## src/sv/bba_pkg.sv

```systemverilog
// Shared types and constants for the bitmap block allocator.
package bba_pkg;

  localparam int WORD_W      = 32;  // bitmap bits held by one cell
  localparam int WORD_IDX_W  = 5;   // bit index inside a cell word
  localparam int BLK_W       = 10;  // block number width
  localparam int LIM_W       = 11;  // partition limit width
  localparam int FIELD_REACH = 1024;

  localparam logic [LIM_W-1:0] FIRST_USABLE = 11'd2;

  // Request kinds
  localparam logic REQ_ALLOC = 1'b0;
  localparam logic REQ_FREE  = 1'b1;

  // Request token handed from cell to cell
  typedef struct packed {
    logic             valid;
    logic             req;
    logic [BLK_W-1:0] blk;
    logic             ok;
    logic [BLK_W-1:0] granted;
  } token_t;

endpackage

```

## src/sv/bba_cell.sv

```systemverilog
// One cell of the allocator chain: holds 32 bitmap bits and serves a passing request.
module bba_cell import bba_pkg::*; #(
  parameter int CELL_IDX = 0
) (
  input  logic             clk,
  input  logic             rst,
  input  logic [LIM_W-1:0] lim,
  input  token_t           tok_in,
  output token_t           tok_out
);

  localparam logic [LIM_W-1:0] BASE = LIM_W'(CELL_IDX * WORD_W);

  logic [WORD_W-1:0]     word;
  logic [WORD_W-1:0]     word_next;
  token_t                tok_next;
  logic [WORD_W-1:0]     cand;
  logic [WORD_IDX_W-1:0] pick;
  logic                  any;
  logic [LIM_W-1:0]      blk_ext;
  logic                  hit;

  // Free candidates in this word: free, not reserved, below the limit
  always_comb begin
    logic [LIM_W-1:0] g;
    g = '0;
    for (int j = 0; j < WORD_W; j++) begin
      g = BASE + LIM_W'(j);
      cand[j] = !word[j] && (g >= FIRST_USABLE) && (g < lim);
    end
  end

  // Lowest candidate wins
  always_comb begin
    any  = 1'b0;
    pick = '0;
    for (int j = WORD_W - 1; j >= 0; j--) begin
      if (cand[j]) begin
        any  = 1'b1;
        pick = WORD_IDX_W'(j);
      end
    end
  end

  // Free check for a block that lives in this cell
  assign blk_ext = {1'b0, tok_in.blk};
  assign hit = (tok_in.blk[BLK_W-1:WORD_IDX_W] == (BLK_W - WORD_IDX_W)'(CELL_IDX)) &&
               (blk_ext >= FIRST_USABLE) && (blk_ext < lim) &&
               word[tok_in.blk[WORD_IDX_W-1:0]];

  // Request handling
  always_comb begin
    tok_next  = tok_in;
    word_next = word;
    if (tok_in.valid) begin
      if (tok_in.req == REQ_ALLOC) begin
        if (!tok_in.ok && any) begin
          word_next[pick]  = 1'b1;
          tok_next.ok      = 1'b1;
          tok_next.granted = BLK_W'(BASE + LIM_W'(pick));
        end
      end else if (tok_in.req == REQ_FREE) begin
        if (hit) begin
          word_next[tok_in.blk[WORD_IDX_W-1:0]] = 1'b0;
          tok_next.ok = 1'b1;
        end
      end
    end
  end

  // Bitmap word and token register
  always_ff @(posedge clk) begin
    if (rst) begin
      word    <= '0;
      tok_out <= '0;
    end else begin
      word    <= word_next;
      tok_out <= tok_next;
    end
  end

endmodule

```

## config.mk

```make
export PLATFORM = sky130hd
export DESIGN_NAME = bba_cell
export DESIGN_NICKNAME = d
export VERILOG_FILES = /design/src/sv/bba_pkg.sv /design/src/sv/bba_cell.sv
export SDC_FILE = /design/constraint.sdc
export NUM_CORES = 1
export LEC_CHECK = 0
export BUFFER_PORTS_ARGS = -buffer_cell sky130_fd_sc_hd__buf_4
export CORE_UTILIZATION = 45
export CTS_BUF_LIST = sky130_fd_sc_hd__clkbuf_16
export DETAILED_ROUTE_END_ITERATION = 7
export PLACE_DENSITY_LB_ADDON = 0.25
export REMOVE_ABC_BUFFERS = 1
export SLEW_MARGIN = 20
export SYNTH_ARGS = -nofsm -noshare
export SYNTH_HDL_FRONTEND = slang
export SYNTH_SLANG_ARGS = --single-unit
```

## constraint.sdc

```tcl
create_clock -name clk -period 4.4 [get_ports clk]
set_input_delay 0.22 -clock clk [delete_from_list [all_inputs] [get_ports clk]]
set_output_delay 0.22 -clock clk [all_outputs]
set_load 0.005 [all_outputs]
```

==> impl_metrics.json <==
{
  "cts_tree": "built",
  "h-tree-depth": 2,
  "numCtsBuffers": 5,
  "cp_max_fo": 14,
  "avgSynthCellArea_um2": 7.866,
  "vias": 4259,
  "critPathSlowestCell": "nor3_1",
  "yosys_warnings": 0,
  "clk_latency_ps": 290,
  "max_stage_delay_ps": 600,
  "antenna_found_initial": 0,
  "grt_usage_pct": 29.71,
  "arrival_ps": 3510,
  "synthTopCellsByArea": "dfxtp_1 (28%), nand2_1 (4.5%), mux4_2 (4.1%)",
  "ys_ff_latch": 53,
  "p_leak_nw": 1.785,
  "critPathRequiredTime_ps": 4590,
  "cap_violations": 0,
  "grt_pass1_vias": 3733,
  "worst_pin_slew_ps": 929.4,
  "port_buffers": 58,
  "final_common_cell": "buf_4",
  "synthCells": 485,
  "tns_ps": 0,
  "ctsResizeCount": 0,
  "grt_pass1_wl_um": 20080,
  "synthArstFlopShare_pct": 0,
  "dpl.cell_count": 627,
  "synth_top_area_share_pct": 27.81,
  "initial_core_util_pct": 46.43,
  "min-delay-path-class": "primary input to register",
  "crit_path_frequent_cell": "buf_4",
  "rows": 33,
  "yosysSeqAreaShare_pct": 27.81,
  "peakVddDrop_uv": 169.5,
  "final_cell_count_no_fill": 635,
  "setup-violations-final": 0,
  "max_freq_ghz": 0.3010,
  "synth_ff_type": "dfxtp_1",
  "drv_slew": 0,
  "path_class": "primary input to register",
  "fin_ws_ps": 1078,
  "hold_viol": 0,
  "pre_cts_slack_ps": 837.6,
  "diodes": 0,
  "path_cells": "buf_4, nor3_1, buf_4, a31oi_1, nor4_1, buf_4, or4b_4, o31ai_4, nor2_2, and3_4, a32o_1",
  "drtIter0Drc": 454,
  "wire_per_inst_um": 20.35,
  "ios": 59,
  "fp.coreArea_um2": 8217,
  "grt-ovfl-total": 0,
  "startpoint_type": "primary input",
  "grt_max_degree": 37,
  "vias_per_cell": 6.707,
  "area_growth_pct": 17.91,
  "cts_sinks": 53,
  "critical_path_buf_inv_count": 3,
  "cts.path.max_buffers": 2,
  "final_cell_mix": "buf_4 (67), dfxtp_1 (53), nand2_1 (46), nor2_1 (34), o21ai_0 (29)",
  "place_congestion": 0.9787,
  "p_per_area_nw_per_um2": 251.3,
  "postCtsSetupBuffers": 0,
  "end_kind": "register",
  "clkSlewWorstSetupHoldPaths_ps": 70,
  "outcome": "completed",
  "synth_edf_count": 0,
  "die_h_um": 94.08,
  "drc": 0,
  "whs_ps": 148.4,
  "drive_gt1_share_pct": 21.32,
  "finish.utilization_pct": 54.74,
  "cts_root_buffer": "clkbuf_16",
  "crit_family": "simple AND/OR/NAND/NOR gates",
  "design_area_um2": 4498,
  "wl_um": 12920,
  "placed_area_um2": 4329,
  "die_x_um": 94.08,
  "cts_hold_buf": 0,
  "synth.distinct_cells": 68,
  "rsz0062_at_grt": "false",
  "relSlewSlack_pct": 37.97,
  "drtAntennaViolNets": 0,
  "dp_hpwl_um": 9528,
  "first_pass_iters": 5,
  "min_period_ps": 3322,
  "synth_area_leader_cell": "dfxtp_1",
  "skew_ps": 7.006,
  "nNetsFinal": 574,
  "dieArea_um2": 8850,
  "period_share_pct": 75.51,
  "synth_area_um2": 3815,
  "total_power_mw": 1.130
}
-- synth_stat cells (all sizes together) (5+ instances only) --
cell type / count
a31oi: 19
o21ai: 30
or2: 5
o311a: 6
nand2: 46
a31o: 12
ha: 9
o211ai: 12
and3: 8
nor2b: 15
a21o: 18
a2111oi: 5
buf: 10
nand3: 16
nor2: 35
a21oi: 28
nand4: 5
nor4: 12
mux4: 7
inv: 24
nor3: 15
clkbuf: 20
nand2b: 6
dfxtp: 53
o31ai: 6
-- where the power goes --
| group | total (mW) | internal (mW) | switching (mW) |
|---|---|---|---|
| clock network | 0.455 | 0.270 | 0.185 |
| registers | 0.495 | 0.492 | 0.00359 |
| logic | 0.181 | 0.0725 | 0.108 |
| total | 1.13 | 0.834 | 0.296 |
-- final timing paths --
kind                   from          to  slack, ps  depth (start not counted)
setup / recovery     lim[4]     word[4]       1080                         11
hold / removal    tok_in[8]  tok_out[8]        150                          2
setup reg to reg    word[4]     word[4]       1540                          7
hold reg to reg     word[3]     word[3]        520                          2
-- per-layer routing --
metal,part of all wire (%),GRT usage (%)
met1,41,39.00
met2,45,47.08
met3,9.0,5.178
met4,4.9,13.97
met5,0,0
-- final cells by class --
type,instances,area (um2)
clock buffers,5,125.1
clock inverters,3,43.79
fillers,768,3719
inverters,24,90.09
multi-input cells,378,2544
flip-flops and latches,53,1061
well taps,105,131.4
repair buffers,67,503.0
-- state kept, by name (all words and copies together), names as in the netlist --
| register | flops |
|---|---|
| tok_out | 23 |
| word | 30 |
-- kinds of logic (layout without fill, tap and decap cells) --
logic type / count (synthesis) / count (layout) / share of synthesized area (%)
buffers and inverters: 54 / 99 / 5.674
and+or+nand+nor: 181 / 181 / 25.12
adders and majority gates: 9 / 9 / 2.952
muxes: 8 / 8 / 4.428
DFF: 53 / 53 / 27.81
AOI/OAI and AO/OA: 180 / 180 / 34.01
(Power assumes the default switching activity.)
